<file path="src/receiver_mode_fault_controller_defines.svh">
// assertion macros for the receiver mode fault controller
`ifndef RECEIVER_MODE_FAULT_CONTROLLER_DEFINES_SVH
`define RECEIVER_MODE_FAULT_CONTROLLER_DEFINES_SVH

// same-cycle implication, disabled during reset
`define RMFC_ASSERT_NOW(label, clk, rst_n, ante, cons) \
    label: assert property (@(posedge clk) disable iff (!rst_n) (ante) |-> (cons)) \
        else $error("rmfc same-cycle check failed");

// next-cycle implication, disabled during reset
`define RMFC_ASSERT_NEXT(label, clk, rst_n, ante, cons) \
    label: assert property (@(posedge clk) disable iff (!rst_n) (ante) |=> (cons)) \
        else $error("rmfc next-cycle check failed");

`endif

</file>
<file path="src/rmfc_pkg.sv">
// shared types and constants for the receiver mode fault controller
`default_nettype none

package rmfc_pkg;

    // frequency field width in kHz
    localparam int FREQ_W = 24;
    localparam int CFG_IDX_W = 3;

    // register reset values
    localparam logic [FREQ_W-1:0] AIR_MIN_RST  = FREQ_W'(118000);
    localparam logic [FREQ_W-1:0] AIR_MAX_RST  = FREQ_W'(137000);
    localparam logic [FREQ_W-1:0] LOCAL_OSC_RST = FREQ_W'(107300);
    localparam logic [FREQ_W-1:0] IF_MIN_RST   = FREQ_W'(10700);
    localparam logic [FREQ_W-1:0] IF_MAX_RST   = FREQ_W'(29700);

    typedef enum logic [CFG_IDX_W-1:0] {
        CFG_AIR_MIN   = 3'd0,
        CFG_AIR_MAX   = 3'd1,
        CFG_LOCAL_OSC = 3'd2,
        CFG_IF_MIN    = 3'd3,
        CFG_IF_MAX    = 3'd4
    } t_cfg_idx;

    typedef enum logic [1:0] {
        ACT_REQUEST = 2'd0,
        ACT_OBSERVE = 2'd1,
        ACT_CLEAR   = 2'd2,
        ACT_NONE    = 2'd3
    } t_action;

    typedef enum logic [1:0] {
        MODE_DISABLED = 2'd0,
        MODE_DIRECT   = 2'd1,
        MODE_AIRBAND  = 2'd2,
        MODE_INVALID  = 2'd3
    } t_mode;

    typedef enum logic [2:0] {
        ST_DISABLED = 3'd0,
        ST_DIRECT   = 3'd1,
        ST_SETTLING = 3'd2,
        ST_ACTIVE   = 3'd3,
        ST_FAULT    = 3'd4
    } t_state;

    typedef enum logic [2:0] {
        FLT_NONE  = 3'd0,
        FLT_MODE  = 3'd1,
        FLT_RANGE = 3'd2,
        FLT_LINK  = 3'd3,
        FLT_LOST  = 3'd4
    } t_fault;

    // enable flags as kept in the controller
    typedef struct packed {
        logic rf_settled;
        logic osc_lock;
        logic air_mode_sel;
        logic air_rx;
        logic rx;
    } t_enables;

    // configuration registers as seen by the controller
    typedef struct packed {
        logic [FREQ_W-1:0] air_min;
        logic [FREQ_W-1:0] air_max;
        logic [FREQ_W-1:0] local_osc;
        logic [FREQ_W-1:0] if_min;
        logic [FREQ_W-1:0] if_max;
    } t_cfg;

    typedef struct packed {
        logic [1:0]        action;
        logic [1:0]        mode;
        logic [FREQ_W-1:0] tune_khz;
        logic              link_up;
        logic              lo_locked_in;
        logic              rf_settled_in;
    } t_in_item;

    typedef struct packed {
        logic              accepted;
        logic [2:0]        ctrl_state;
        logic [2:0]        first_fault_code;
        logic              receiver_enable;
        logic              air_path_en;
        logic              air_mode_select;
        logic              lo_locked_out;
        logic              rf_settled_out;
        logic [FREQ_W-1:0] tuned_khz;
        logic [FREQ_W-1:0] intermediate_khz;
    } t_out_item;

endpackage

`default_nettype wire

</file>
<file path="src/rmfc_cfg.sv">
// configuration register file for the receiver mode fault controller
`default_nettype none

module rmfc_cfg (
    input  wire logic                          i_clk,
    input  wire logic                          i_rst_n,
    input  wire logic                          i_cfg_we,
    input  wire logic [rmfc_pkg::CFG_IDX_W-1:0] i_cfg_idx,
    input  wire logic [rmfc_pkg::FREQ_W-1:0]    i_cfg_data,
    output rmfc_pkg::t_cfg                     o_cfg
);
    import rmfc_pkg::*;

    t_cfg r_cfg;

    // register writes, unknown indexes are dropped
    always_ff @(posedge i_clk) begin
        if (!i_rst_n) begin
            r_cfg.air_min   <= AIR_MIN_RST;
            r_cfg.air_max   <= AIR_MAX_RST;
            r_cfg.local_osc <= LOCAL_OSC_RST;
            r_cfg.if_min    <= IF_MIN_RST;
            r_cfg.if_max    <= IF_MAX_RST;
        end else if (i_cfg_we) begin
            unique case (t_cfg_idx'(i_cfg_idx))
                CFG_AIR_MIN:   r_cfg.air_min   <= i_cfg_data;
                CFG_AIR_MAX:   r_cfg.air_max   <= i_cfg_data;
                CFG_LOCAL_OSC: r_cfg.local_osc <= i_cfg_data;
                CFG_IF_MIN:    r_cfg.if_min    <= i_cfg_data;
                CFG_IF_MAX:    r_cfg.if_max    <= i_cfg_data;
                default: begin
                end
            endcase
        end
    end

    assign o_cfg = r_cfg;

endmodule

`default_nettype wire

</file>
<file path="src/rmfc_ctrl.sv">
// controller state registers and the per-item state update
`default_nettype none

module rmfc_ctrl (
    input  wire logic           i_clk,
    input  wire logic           i_rst_n,
    input  wire logic           i_step,
    input  wire rmfc_pkg::t_in_item i_item,
    input  wire rmfc_pkg::t_cfg     i_cfg,
    output rmfc_pkg::t_out_item o_result
);
    import rmfc_pkg::*;

    t_state            r_state, n_state;
    t_fault            r_first, n_first;
    t_enables          r_en, n_en;
    logic [FREQ_W-1:0] r_tuned, n_tuned;
    logic [FREQ_W-1:0] r_ifreq, n_ifreq;
    logic              n_acc;
    logic [FREQ_W-1:0] if_diff;
    logic              tune_bad;
    logic              if_bad;

    // window checks and wrapped intermediate frequency
    assign if_diff  = i_item.tune_khz - i_cfg.local_osc;
    assign tune_bad = (i_item.tune_khz < i_cfg.air_min) ||
                      (i_item.tune_khz > i_cfg.air_max);
    assign if_bad   = (if_diff < i_cfg.if_min) || (if_diff > i_cfg.if_max);

    // next state for one item
    always_comb begin
        n_state = r_state;
        n_first = r_first;
        n_en    = r_en;
        n_tuned = r_tuned;
        n_ifreq = r_ifreq;
        n_acc   = 1'b0;
        unique case (t_action'(i_item.action))
            ACT_REQUEST: begin
                if (r_state != ST_FAULT) begin
                    unique case (t_mode'(i_item.mode))
                        MODE_DISABLED: begin
                            n_en    = '0;
                            n_tuned = '0;
                            n_ifreq = '0;
                            n_state = ST_DISABLED;
                            n_acc   = 1'b1;
                        end
                        MODE_DIRECT: begin
                            n_en    = '0;
                            n_en.rx = 1'b1;
                            n_tuned = i_item.tune_khz;
                            n_ifreq = '0;
                            n_state = ST_DIRECT;
                            n_acc   = 1'b1;
                        end
                        MODE_AIRBAND: begin
                            n_en    = '0;
                            n_tuned = i_item.tune_khz;
                            n_ifreq = '0;
                            if (tune_bad || if_bad) begin
                                // range fault, keeps the wrapped value if tuning passed
                                if (!tune_bad) begin
                                    n_ifreq = if_diff;
                                end
                                n_state = ST_FAULT;
                                n_first = (r_first == FLT_NONE) ? FLT_RANGE : r_first;
                            end else begin
                                n_ifreq          = if_diff;
                                n_state          = ST_SETTLING;
                                n_en.rx          = 1'b1;
                                n_en.air_rx      = 1'b1;
                                n_en.air_mode_sel = 1'b1;
                                n_acc            = 1'b1;
                            end
                        end
                        MODE_INVALID: begin
                            n_en    = '0;
                            n_state = ST_FAULT;
                            n_first = (r_first == FLT_NONE) ? FLT_MODE : r_first;
                        end
                    endcase
                end
            end
            ACT_OBSERVE: begin
                if (r_state != ST_FAULT) begin
                    if (!i_item.link_up) begin
                        n_en    = '0;
                        n_state = ST_FAULT;
                        n_first = (r_first == FLT_NONE) ? FLT_LINK : r_first;
                    end else if (r_state == ST_SETTLING) begin
                        n_en.osc_lock   = i_item.lo_locked_in;
                        n_en.rf_settled = i_item.rf_settled_in;
                        if (i_item.lo_locked_in && i_item.rf_settled_in) begin
                            n_state = ST_ACTIVE;
                        end
                    end else if (r_state == ST_ACTIVE &&
                                 !(i_item.lo_locked_in && i_item.rf_settled_in)) begin
                        n_en    = '0;
                        n_state = ST_FAULT;
                        n_first = (r_first == FLT_NONE) ? FLT_LOST : r_first;
                    end
                end
            end
            ACT_CLEAR: begin
                if (r_state == ST_FAULT && i_item.link_up) begin
                    n_state = ST_DISABLED;
                    n_first = FLT_NONE;
                    n_en    = '0;
                    n_tuned = '0;
                    n_ifreq = '0;
                    n_acc   = 1'b1;
                end
            end
            ACT_NONE: begin
            end
        endcase
    end

    // state registers, updated once per item
    always_ff @(posedge i_clk) begin
        if (!i_rst_n) begin
            r_state <= ST_DISABLED;
            r_first <= FLT_NONE;
            r_en    <= '0;
            r_tuned <= '0;
            r_ifreq <= '0;
        end else if (i_step) begin
            r_state <= n_state;
            r_first <= n_first;
            r_en    <= n_en;
            r_tuned <= n_tuned;
            r_ifreq <= n_ifreq;
        end
    end

    // result shows the state after the item
    always_comb begin
        o_result.accepted         = n_acc;
        o_result.ctrl_state       = n_state;
        o_result.first_fault_code = n_first;
        o_result.receiver_enable  = n_en.rx;
        o_result.air_path_en      = n_en.air_rx;
        o_result.air_mode_select  = n_en.air_mode_sel;
        o_result.lo_locked_out    = n_en.osc_lock;
        o_result.rf_settled_out   = n_en.rf_settled;
        o_result.tuned_khz        = n_tuned;
        o_result.intermediate_khz = n_ifreq;
    end

endmodule

`default_nettype wire

</file>
<file path="src/receiver_mode_fault_controller.sv">
// Receiver mode controller with a latching fault. Items are requests, status
// observations and fault clears; each item yields one result item with the
// state after it. The block takes one item per cycle while the output side is
// ready: an item is held in the input register while the state update runs on
// it, and the result register takes the outcome when the item moves on; the
// result register then offers it. The state registers are updated once per
// item, as it moves on. Configuration registers are written through a plain
// write port and are read directly by the state update.
`default_nettype none

module receiver_mode_fault_controller (
    input  wire logic                           i_clk,
    input  wire logic                           i_rst_n,
    input  wire logic                           i_in_valid,
    output logic                                o_in_ready,
    input  wire rmfc_pkg::t_in_item             i_in_item,
    output logic                                o_out_valid,
    input  wire logic                           i_out_ready,
    output rmfc_pkg::t_out_item                 o_out_item,
    input  wire logic                           i_cfg_we,
    input  wire logic [rmfc_pkg::CFG_IDX_W-1:0] i_cfg_idx,
    input  wire logic [rmfc_pkg::FREQ_W-1:0]    i_cfg_data
);
    import rmfc_pkg::*;

    `include "receiver_mode_fault_controller_defines.svh"

    logic      r_in_valid;
    t_in_item  r_in_item;
    logic      r_out_valid;
    t_out_item r_out_item;
    logic      advance;
    t_cfg      cfg;
    t_out_item result;
    logic       out_fault;
    logic       out_settling;
    logic       out_has_code;
    logic [4:0] out_en;

    // an item moves on when the result register is free or being drained
    assign advance    = r_in_valid && (!r_out_valid || i_out_ready);
    assign o_in_ready = !r_in_valid || advance;

    rmfc_cfg u_cfg (
        .i_clk      (i_clk),
        .i_rst_n    (i_rst_n),
        .i_cfg_we   (i_cfg_we),
        .i_cfg_idx  (i_cfg_idx),
        .i_cfg_data (i_cfg_data),
        .o_cfg      (cfg)
    );

    rmfc_ctrl u_ctrl (
        .i_clk    (i_clk),
        .i_rst_n  (i_rst_n),
        .i_step   (advance),
        .i_item   (r_in_item),
        .i_cfg    (cfg),
        .o_result (result)
    );

    // input register
    always_ff @(posedge i_clk) begin
        if (!i_rst_n) begin
            r_in_valid <= 1'b0;
        end else if (o_in_ready) begin
            r_in_valid <= i_in_valid;
        end
    end

    always_ff @(posedge i_clk) begin
        if (i_in_valid && o_in_ready) begin
            r_in_item <= i_in_item;
        end
    end

    // result register
    always_ff @(posedge i_clk) begin
        if (!i_rst_n) begin
            r_out_valid <= 1'b0;
        end else if (advance) begin
            r_out_valid <= 1'b1;
        end else if (i_out_ready) begin
            r_out_valid <= 1'b0;
        end
    end

    always_ff @(posedge i_clk) begin
        if (advance) begin
            r_out_item <= result;
        end
    end

    assign o_out_valid = r_out_valid;
    assign o_out_item  = r_out_item;

    // result fields gathered for the checks below
    assign out_fault    = o_out_item.ctrl_state == ST_FAULT;
    assign out_settling = o_out_item.ctrl_state == ST_SETTLING;
    assign out_has_code = o_out_item.first_fault_code != FLT_NONE;
    assign out_en       = {o_out_item.rf_settled_out, o_out_item.lo_locked_out,
                           o_out_item.air_mode_select, o_out_item.air_path_en,
                           o_out_item.receiver_enable};

    // fault state forces every enable off
    `RMFC_ASSERT_NOW(a_fault_enables_off, i_clk, i_rst_n, o_out_valid && out_fault, out_en == 5'd0)
    // a fault code is held exactly while in fault
    `RMFC_ASSERT_NOW(a_fault_code_matches, i_clk, i_rst_n, o_out_valid, out_fault == out_has_code)
    // settling drives the airband path
    `RMFC_ASSERT_NOW(a_settling_enables, i_clk, i_rst_n, o_out_valid && out_settling, &out_en[2:0])
    // an item moving on always leaves a result behind
    `RMFC_ASSERT_NEXT(a_advance_fills_result, i_clk, i_rst_n, advance, r_out_valid)

endmodule

`default_nettype wire
</file>
<file path="config.mk">
export PLATFORM = sky130hd
export DESIGN_NAME = receiver_mode_fault_controller
export DESIGN_NICKNAME = d
export VERILOG_FILES = /design/src/rmfc_pkg.sv /design/src/rmfc_cfg.sv /design/src/rmfc_ctrl.sv /design/src/receiver_mode_fault_controller.sv
export VERILOG_INCLUDE_DIRS = /design/src /design/src/src
export SDC_FILE = /design/constraint.sdc
export NUM_CORES = 1
export LEC_CHECK = 0
export BUFFER_PORTS_ARGS = -buffer_cell sky130_fd_sc_hd__buf_2
export CORE_MARGIN = 2
export CORE_UTILIZATION = 60
export DETAILED_ROUTE_END_ITERATION = 6
export GPL_TIMING_DRIVEN = 0
export PLACE_DENSITY = 0.8
export SYNTH_ARGS = -nofsm -noshare
export SYNTH_HDL_FRONTEND = slang
export SYNTH_SLANG_ARGS = --single-unit
</file>
<file path="constraint.sdc">
create_clock -name i_clk -period 8.67 [get_ports i_clk]
set_clock_uncertainty 0.05 [all_clocks]
set_input_delay 0.4335 -clock i_clk [delete_from_list [all_inputs] [get_ports i_clk]]
set_output_delay 0.4335 -clock i_clk [all_outputs]
set_load 0.02 [all_outputs]
</file>
# Word level (Yosys, flattened, before mapping)
# Cells that the tools add are included.
word_totals:
  ff_bits: 272
  word_cells: 126
  inputBits: 63
  output_inout_bits: 62
classes:
  order_cmp: 4
  n_reduce_logical: 26
  n_mux: 50
  add_sub_neg: 1
  eq_ne: 13
op_table:
  columns: ["cell", "count"]
  rows:
  - ["$pmux W24 S2", 4]
  - ["$mux W24", 6]
  - ["$mux W3", 21]
  - ["$gt A24 B24 Y1", 2]
  - ["$lt A24 B24 Y1", 2]
  - ["$pmux W5 S3", 2]
  - ["$mux W5", 5]
  - ["$sub A24 B24 Y24", 1]
  - ["$pmux W3 S3", 2]
  - ["$eq A3 B2 Y1 const B", 4]
  - ["$pmux W3 S4", 1]
  - ["$reduce_and A2 Y1", 5]
  - ["$eq A2 B2 Y1 const B", 3]
  - ["$eq A3 B3 Y1 const B", 2]
  - ["$logic_not A3 Y1", 2]
  - ["$pmux W3 S2", 1]
  - ["$reduce_or A2 Y1", 3]
  - ["$logic_and A1 B1 Y1", 5]
  - ["$logic_or A1 B1 Y1", 5]
  - ["$mux W1", 5]
  - ["$eq A2 B1 Y1 const B", 2]
  - ["$logic_not A2 Y1", 2]
  - ["$pmux W1 S2", 2]
  - ["$eq A3 B1 Y1 const B", 1]
  - ["other kinds (4)", 6]

# Logic depth before layout (Yosys ltp)
# Gate-level depths: netlist of the first run.
logic_depth:
  ltp_word: 8
  mapped_depth: 20
  depth_no_buf: 20

# By module
# A second synthesis of the first run with hierarchy kept.
hier_totals:
  hier_cells: 1434
  hier_area_um2: 14193.6
modules_own_cells:
  columns: ["mod", "area_per_inst_um2", "cells_each", "seq_area_each_um2", "n_inst"]
  rows:
  - ["rmfc_ctrl", 6745.2, 894, 1181.1, 1]
  - ["rmfc_cfg", 4611.9, 440, 2402.3, 1]
  - ["receiver_mode_fault_controller", 2836.5, 100, 2772.7, 1]

# Least setup slack after synthesis of the first run
# No wires, ideal clock.
synth_path:
  kind: "reg-to-reg"
  from: "reg r_in_item[3] in the netlist's numbering"
  to: "reg u_ctrl.r_en[1] in the netlist's numbering"
  setup_ps: 93
  path_slack_ps: 4304
  arrival_time_ps: 4224
  t_required_ps: 8527
  path_stages_with_launch: 21
  n_path_buf: 0
  synth_period_minus_slack_ps: 4366
  path_cell_list: "edfxtp_1 -> inv_1 -> ha_1 -> inv_1 -> fa_1 -> a211oi_1 -> o211ai_1 -> nand4_1 -> a21oi_2 -> or2_4 -> a221oi_2 -> xnor2_1 -> ha_1 -> nand4_1 -> nor4_1 -> o2111a_1 -> o31a_1 -> nor3_1 -> a211oi_2 -> nand3_1 -> o32ai_1"
synth_via:
  elab_chain_cells: 8
  word_cells_on_any_way: 12
  classes_between: "1 x add/sub; 4 x order compare; 4 x mux; 3 x reduce/logical"
synth_rtl:
  columns: ["item", "line", "rtl"]
  rows:
  - ["from (decl)", "receiver_mode_fault_controller.sv:29", "t_in_item r_in_item;"]
  - ["from (signal assigned)", "receiver_mode_fault_controller.sv:73", "r_in_item <= i_in_item;"]
  - ["$sub A24 B24 Y24", "rmfc_ctrl.sv:25", "assign if_diff = i_item.tune_khz - i_cfg.local_osc;"]
  - ["$lt A24 B24 Y1 or $gt A24 B24 Y1 (tied branches)", "rmfc_ctrl.sv:28", "assign if_bad = (if_diff < i_cfg.if_min) || (if_diff > i_cfg.if_max);"]
  - ["$logic_or A1 B1 Y1", "rmfc_ctrl.sv:28", null]
  - ["$logic_or A1 B1 Y1 (*)", "rmfc_ctrl.sv:61", "if (tune_bad || if_bad) begin"]
  - ["$mux W3 (*)", "rmfc_ctrl.sv:61", null]
  - ["$pmux W5 S3 (*)", "rmfc_ctrl.sv:41", "unique case (t_mode'(i_item.mode))"]
  - ["$mux W5 (*)", "rmfc_ctrl.sv:40", "if (r_state != ST_FAULT) begin"]
  - ["$pmux W5 S3 (*)", "rmfc_ctrl.sv:38", "unique case (t_action'(i_item.action))"]
  - ["to (signal assigned)", "rmfc_ctrl.sv:131", "r_en <= n_en;"]
  - ["to (decl)", "rmfc_ctrl.sv:16", "t_enables r_en, n_en;"]
# Every way passes the cells marked *; elsewhere a longest branch is shown, timed or not. The select of a mux whose other input is x is not followed.
# A chain may end at the register's enable or synchronous reset.

==> run_results.csv, run 1 <==
group,metric,value,unit
timing,min_period,6.26,ns
timing,clock.fmax,160,MHz
floorplan,die_x,156,um
floorplan,die-area,0.0244,mm2
layout,design_area,0.0159,mm2
synthesis,synthArstFlopShare,0,%
global_routing,antenna_found_initial,0,
power,swShare,26.1,%
power,p_switching,0.824,mW
layout,drive_gt1_share,11.6,%
clock_tree,clock_path_buffers,3,
synthesis,yosysMostFrequentCell,"nand2_1",
setup_path,crit_path_max_incr_delay,0.63,ns
synthesis,yosysSeqAreaShare,45.8,%
setup_path,start_kind,"flip-flop",
timing,setup_tns,0,ns
timing,setup_ws,2.41,ns
setup_path,cp-end-kind,"flip-flop",
power,ir_drop,145,uV
global_routing,grt_max_degree,70,
setup_path,worstPathRequired,8.99,ns
setup_path,r2r_cells,20,
power,total_power,3.16,mW
drt,wire_per_inst,20.5,um
run_status,status,"finished, final reports clean",
clock_tree,cts_max_level,1,
power,clockPowerShare,42.0,%
floorplan,num_rows,55,
place,postPlaceCellArea,0.0149,mm2
place,pre_cts_ws,2.66,ns
setup_path,r2r_setup_slack,2.41,ns
setup_path,rr_endpoint,"o_out_item[50]",
floorplan,die_y,156,um
timing,rsz0062_at_grt,"no",
setup_path,startpoint,"r_in_item[3]",
global_routing,grt_pass1_wl,60700,um
synthesis,synth_cell_types,71,
clock_tree,cts_tree,"done",
timing,period_share,72.1,%
layout,diodes,0,
drt,dr.pass1.iters,5,
min_path,hold_class,"input pin to flip-flop",
layout,area.growth.synth_to_final,14.4,%
floorplan,start_util,61.2,%
clock_tree,cts-buffers-inserted,29,
clock_tree,root_buffer,"clkbuf_16",
global_routing,grt_pass1_vias,11100,
floorplan,core_area,0.0227,mm2
synthesis,synth_commonest_cells,"nand2_1 (255), dfxtp_1 (181), inv_1 (137)",
power,p_comb_share,13.8,%
setup_path,cp.depth,20,
flow_run,cap_violations,0,
clock_tree,clk_latency,0.54,ns
place,port_buffers,123,
synthesis,synth_top_area_share,26.1,%
global_routing,grt_use_total,32.5,%
place,gp_congestion,0.937,
min_path,min_from,"i_in_item[26]",
setup_path,reg2reg_from,"r_in_item[3]",
synthesis,syn_inst,1471,
clock_tree,clk_pin_slew,0.06,ns
drt,wl,39600,um
power,sequentialPowerShare,44.2,%
power,p_int,2.33,mW
setup_path,crit_type,"flip-flop to flip-flop",
clock_tree,cts_setup_buffers,0,
floorplan,num_io_pins,125,
clock_tree,cts_sinks,272,
synthesis,synth_edf_count,91,
synthesis,syn_nets,1658,
clock_tree,ctsResizeCount,0,
synthesis,yosysWarnings,0,
global_routing,gr-total-overflow,0,
setup_path,cp_cell_sequence,"inv_1 > ha_1 > inv_1 > fa_1 > a211oi_1 > o211ai_1 > nand4_1 > nand2_1 > a21o_1 > a311oi_1 > inv_1 > ha_1 > nand4_1 > nor4_1 > o2111a_1 > o31a_1 > nor3_1 > a211oi_2 > nand3_1 > o21ai_0",
setup_path,cp.arrival,6.57,ns
synthesis,postSynthAreaPerCell,9.44,um2
synthesis,synth_ff_type,"dfxtp_1",
clock_tree,ctsHoldBuffers,0,
synthesis,yosys-top-cells-area,"dfxtp_1 (26%), edfxtp_1 (20%), ha_1 (11%)",
setup_path,worst-path-buf-inv,3,
drt,num_vias,11700,
timing,slew_headroom,14.6,%
setup_path,cpMaxStageDelayCell,"a311oi_1",
power,p_leak,6.27,nW
drt,ant_nets,0,
place,hpwl,29300,um
power,power.density,199,mW/mm2
timing,hold_viol,0,
setup_path,crit_top_cell,"inv_1",
setup_path,crit_family,"compound AO/OA/AOI/OAI gates",
drt,vias_per_cell,6.03,
layout,nNetsFinal,1813,
timing,holdWs,0.0152,ns
drt,drt_iter0_drc,922,
drt,drc,0,
timing,tightestPinTransition,1.25,ns
synthesis,ys_seq_elements,272,
min_path,whs_path_depth,1,
timing,drv_slew,0,
synthesis,synth_top_area_cell,"dfxtp_1",
setup_path,path_max_fanout,7,
synthesis,synth_area,0.0139,mm2
timing,setup_viol,0,
setup_path,crit_end,"o_out_item[50]",
==> worst min-delay path by stage <==
| stage | to | slack [ns] |
|---|---|---|
| finish | r_in_item[26] | 0.02 |
| global route | r_in_item[22] | 0.01 |
| global placement | u_cfg.o_cfg[92] | 0.40 |
| detailed placement | u_cfg.o_cfg[39] | 0.41 |
| CTS | r_in_item[30] | 0.006 |
| floorplan | u_cfg.o_cfg[24] | 0.39 |
==> metrics by stage <==
| stage | util, % | cells |
|---|---|---|
| after detailed placement | 65.5 | 1880 |
| after global placement | 65.4 | 1879 |
| after CTS | 70.0 | 1933 |
| after global routing | 70.0 | 1933 |
| after floorplan | - | 1471 |
| final | 70.0 | 1933 |
==> power by group through the flow <==
stage          Sequential (mW)  Clock, mW  Combinational [mW]
2_1_floorplan             1.43          0               0.259
3_3_place_gp              1.42          0               0.408
3_5_place_dp              1.42          0               0.421
4_1_cts                   1.39       1.33               0.426
5_1_grt                   1.40       1.38               0.478
6_report                  1.39       1.33               0.436
==> flip-flops by register name, indices dropped and copies added (netlist names) <==
name / cells
o_out_valid: 1
u_ctrl.r_en: 5
o_out_item: 60
u_cfg.o_cfg: 120
u_ctrl.r_ifreq: 24
r_in_item: 31
u_ctrl.r_first: 3
u_ctrl.r_state: 3
r_in_valid: 1
u_ctrl.r_tuned: 24
==> cell families (layout without fill, tap and decap cells) <==
group / Yosys count / in the layout / share of synthesized area (%)
multiplexers: 1 / 1 / 0.0811
flip-flops: 272 / 272 / 45.8
buffers and inverters: 211 / 388 / 5.84
AND/OR/NAND/NOR: 427 / 427 / 13.9
XOR/XNOR: 18 / 18 / 1.13
adder cells (fa/ha/maj): 124 / 124 / 11.2
AO/OA/AOI/OAI: 418 / 418 / 22.1
==> layout by cell type (no fill, tap or decap), drive strengths merged, types with 5 or more instances in the layout <==
master	synthesis	routed
xnor2	12	12
nor2b	48	48
nand3	18	18
nand4	15	15
bufinv	0	7
nand2b	7	7
clkbuf	61	95
o211ai	41	41
inv	137	137
a32oi	18	18
o21a	13	13
a21o	32	32
nor3	13	13
nor4	5	5
dfxtp	181	181
a22oi	26	26
and2	6	6
and3	8	8
nand2	255	255
ha	123	123
a211oi	7	7
buf	13	137
o21ai	37	37
a21boi	93	93
nor2	36	36
o21bai	7	7
a22o	46	46
edfxtp	91	91
a21oi	57	57
clkinv	0	10
xor2	6	6
==> per-layer routing <==
metal	part of all wire (%)	global-route usage, %
met1	42	43.9
met2	44	52.3
met3	9.1	5.67
met4	4.1	12.6
met5	0	0
==> cell type report <==
type	count	area [um2]
plain buffers	74	300
clock buffers	34	744
inverters	137	514
multi-input cells	988	6720
fillers	1763	6820
repair buffers	124	631
flip-flops and latches	272	6360
well taps	285	357
clock inverters	19	267
Note: power is estimated with default switching activity, not from simulation.
==> run 2, diff against run 1 <==
- clock period: 8.67 -> 6.1 ns (I/O delays scaled with it)
==> run 2 against run 1 <==
Setup slack lost 2.2 ns; flip-flop and latch count did not move; design area grew 2.2%; critical endpoint is now o_out_item[59]; largest cell class unchanged; highest routed layer unchanged.
==> run_results.csv, run 2 (synthesis results as in run 1) <==
group,metric,value,unit
clock_tree,clk_pin_slew,0.06,ns
place,port_buffers,123,
drt,dr.pass1.iters,7,
drt,ant_nets,0,
clock_tree,cts_sinks,272,
layout,mostFrequentLayoutCells,"nand2_1 (255), dfxtp_1 (181), inv_1 (137)",
timing,period_share,96.3,%
setup_path,worstPathRequired,6.38,ns
power,p_leak,6.41,nW
layout,area.growth.synth_to_final,16.9,%
timing,setup_tns,0,ns
layout,drive_gt1_share,11.6,%
drt,drc,0,
clock_tree,cts_max_level,1,
floorplan,core_area,0.0227,mm2
flow_run,cap_violations,0,
run_status,status,"finished, final reports clean",
drt,wl,40100,um
min_path,whs_path_depth,3,
timing,slew_headroom,37.4,%
power,power.density,278,mW/mm2
power,ir_drop,207,uV
drt,num_vias,11700,
global_routing,grt_use_total,32.9,%
floorplan,die_x,156,um
drt,drt_iter0_drc,865,
layout,largest_reg_flops,120,
floorplan,num_io_pins,125,
place,dp_cells,1880,
place,gp_congestion,0.937,
floorplan,num_rows,55,
global_routing,grt_max_degree,70,
min_path,hold_class,"input pin to flip-flop",
floorplan,die-area,0.0244,mm2
clock_tree,root_buffer,"clkbuf_16",
timing,tightestPinTransition,0.939,ns
timing,hold_viol,0,
timing,clock.fmax,170,MHz
floorplan,start_util,61.2,%
timing,holdWs,0.0253,ns
drt,wire_per_inst,20.4,um
drt,vias_per_cell,5.96,
layout,nNetsFinal,1846,
setup_path,r2r_cells,21,
setup_path,start_kind,"flip-flop",
global_routing,antenna_found_initial,0,
layout,final_common_cell,"nand2_1",
place,hpwl,29300,um
clock_tree,cts-buffers-inserted,29,
setup_path,crit_type,"flip-flop to flip-flop",
timing,min_period,5.88,ns
global_routing,grt_pass1_vias,11400,
clock_tree,cts_tree,"done",
floorplan,die_y,156,um
setup_path,cp.arrival,6.16,ns
layout,diodes,0,
global_routing,gr-total-overflow,0,
setup_path,path_max_fanout,4,
setup_path,cp-end-kind,"flip-flop",
global_routing,grt_pass1_wl,61500,um
layout,stdcell_count,1966,
timing,drv_slew,0,
timing,setup_viol,0,
clock_tree,clock_path_buffers,3,
clock_tree,clk_latency,0.54,ns
run 2: cell count changes in the layout (fill, tap and decap cells not counted):
cell,before,now
a2111oi_1,0,1
a2111oi_0,3,2
nand3_2,0,1
dlygate4sd3_1,0,32
a311oi_2,0,1
nand3_1,18,17
nor4_1,5,4
buf_4,2,3
nor4_2,0,1
a311oi_1,1,0
run 2: what timing repair did:
item,CTS,global route
endpoints found under the setup margin,0,13
gates resized for setup,0,4
hold endpoints to repair,32,0
hold buffers,32,0
buffers inserted,0,1
run 2: power breakdown:
part	total [mW]	internal (mW)	switching, mW	leakage, nW
Clock	1.88	1.16	0.722	0.485
Combinational	0.642	0.237	0.405	3.62
Sequential	1.98	1.93	0.0476	2.31
run 2: layout make-up:
| class | instances | area, um2 |
|---|---|---|
| repair buffers | 157 | 958 |
| plain buffers | 74 | 300 |
| inverters | 137 | 514 |
| clock inverters | 19 | 267 |
| multi-input cells | 988 | 6740 |
| well taps | 285 | 357 |
| clock buffers | 34 | 744 |
| fillers | 1721 | 6470 |
| flip-flops and latches | 272 | 6360 |
run 2: worst max-delay path: stages, from the launching register on:
cell      delay (ns)
edfxtp_1        0.49
inv_1           0.13
ha_1            0.25
inv_1           0.07
fa_1            0.43
a211oi_1        0.35
o211ai_1        0.26
nand4_1         0.25
a21oi_2         0.09
or2_4           0.26
a221oi_2        0.30
xnor2_1         0.28
ha_1            0.40
nand4_1         0.16
nor4_2          0.47
o2111a_1        0.26
o31a_1          0.21
nor3_1          0.10
a211oi_2        0.24
buf_4           0.19
a211oi_1        0.09
o41ai_1         0.33
run 2: metrics by stage:
step	instance area, um2	util [%]	power [mW]	worst slack (ns)
floorplan	13900	-	2.40	1.73
global placement	14900	65.4	2.60	0.0531
detailed placement	14900	65.5	2.62	0.0850
CTS	16200	71.4	4.49	0.0368
global route	16200	71.5	4.65	-0.0196
finish	16200	71.5	4.51	0.224
run 2: path summary, 6_finish.rpt:
path                     from               end  slack, ns
min            i_cfg_data[21]   u_cfg.o_cfg[45]       0.03
max reg2reg      r_in_item[3]    o_out_item[59]       0.22
min reg2reg  u_cfg.o_cfg[117]  u_cfg.o_cfg[117]       0.41
max              r_in_item[3]    o_out_item[59]       0.22
run 2: per-layer routing:
layer | vias to the layer above | global-route usage, % | routed length, um
met5 | - | 0 | 0
met4 | 0 | 13.1 | 1600
met3 | 91 | 5.61 | 3540
met2 | 530 | 53.4 | 18100
met1 | 5513 | 44.0 | 16800
li1 | 5589 | - | -
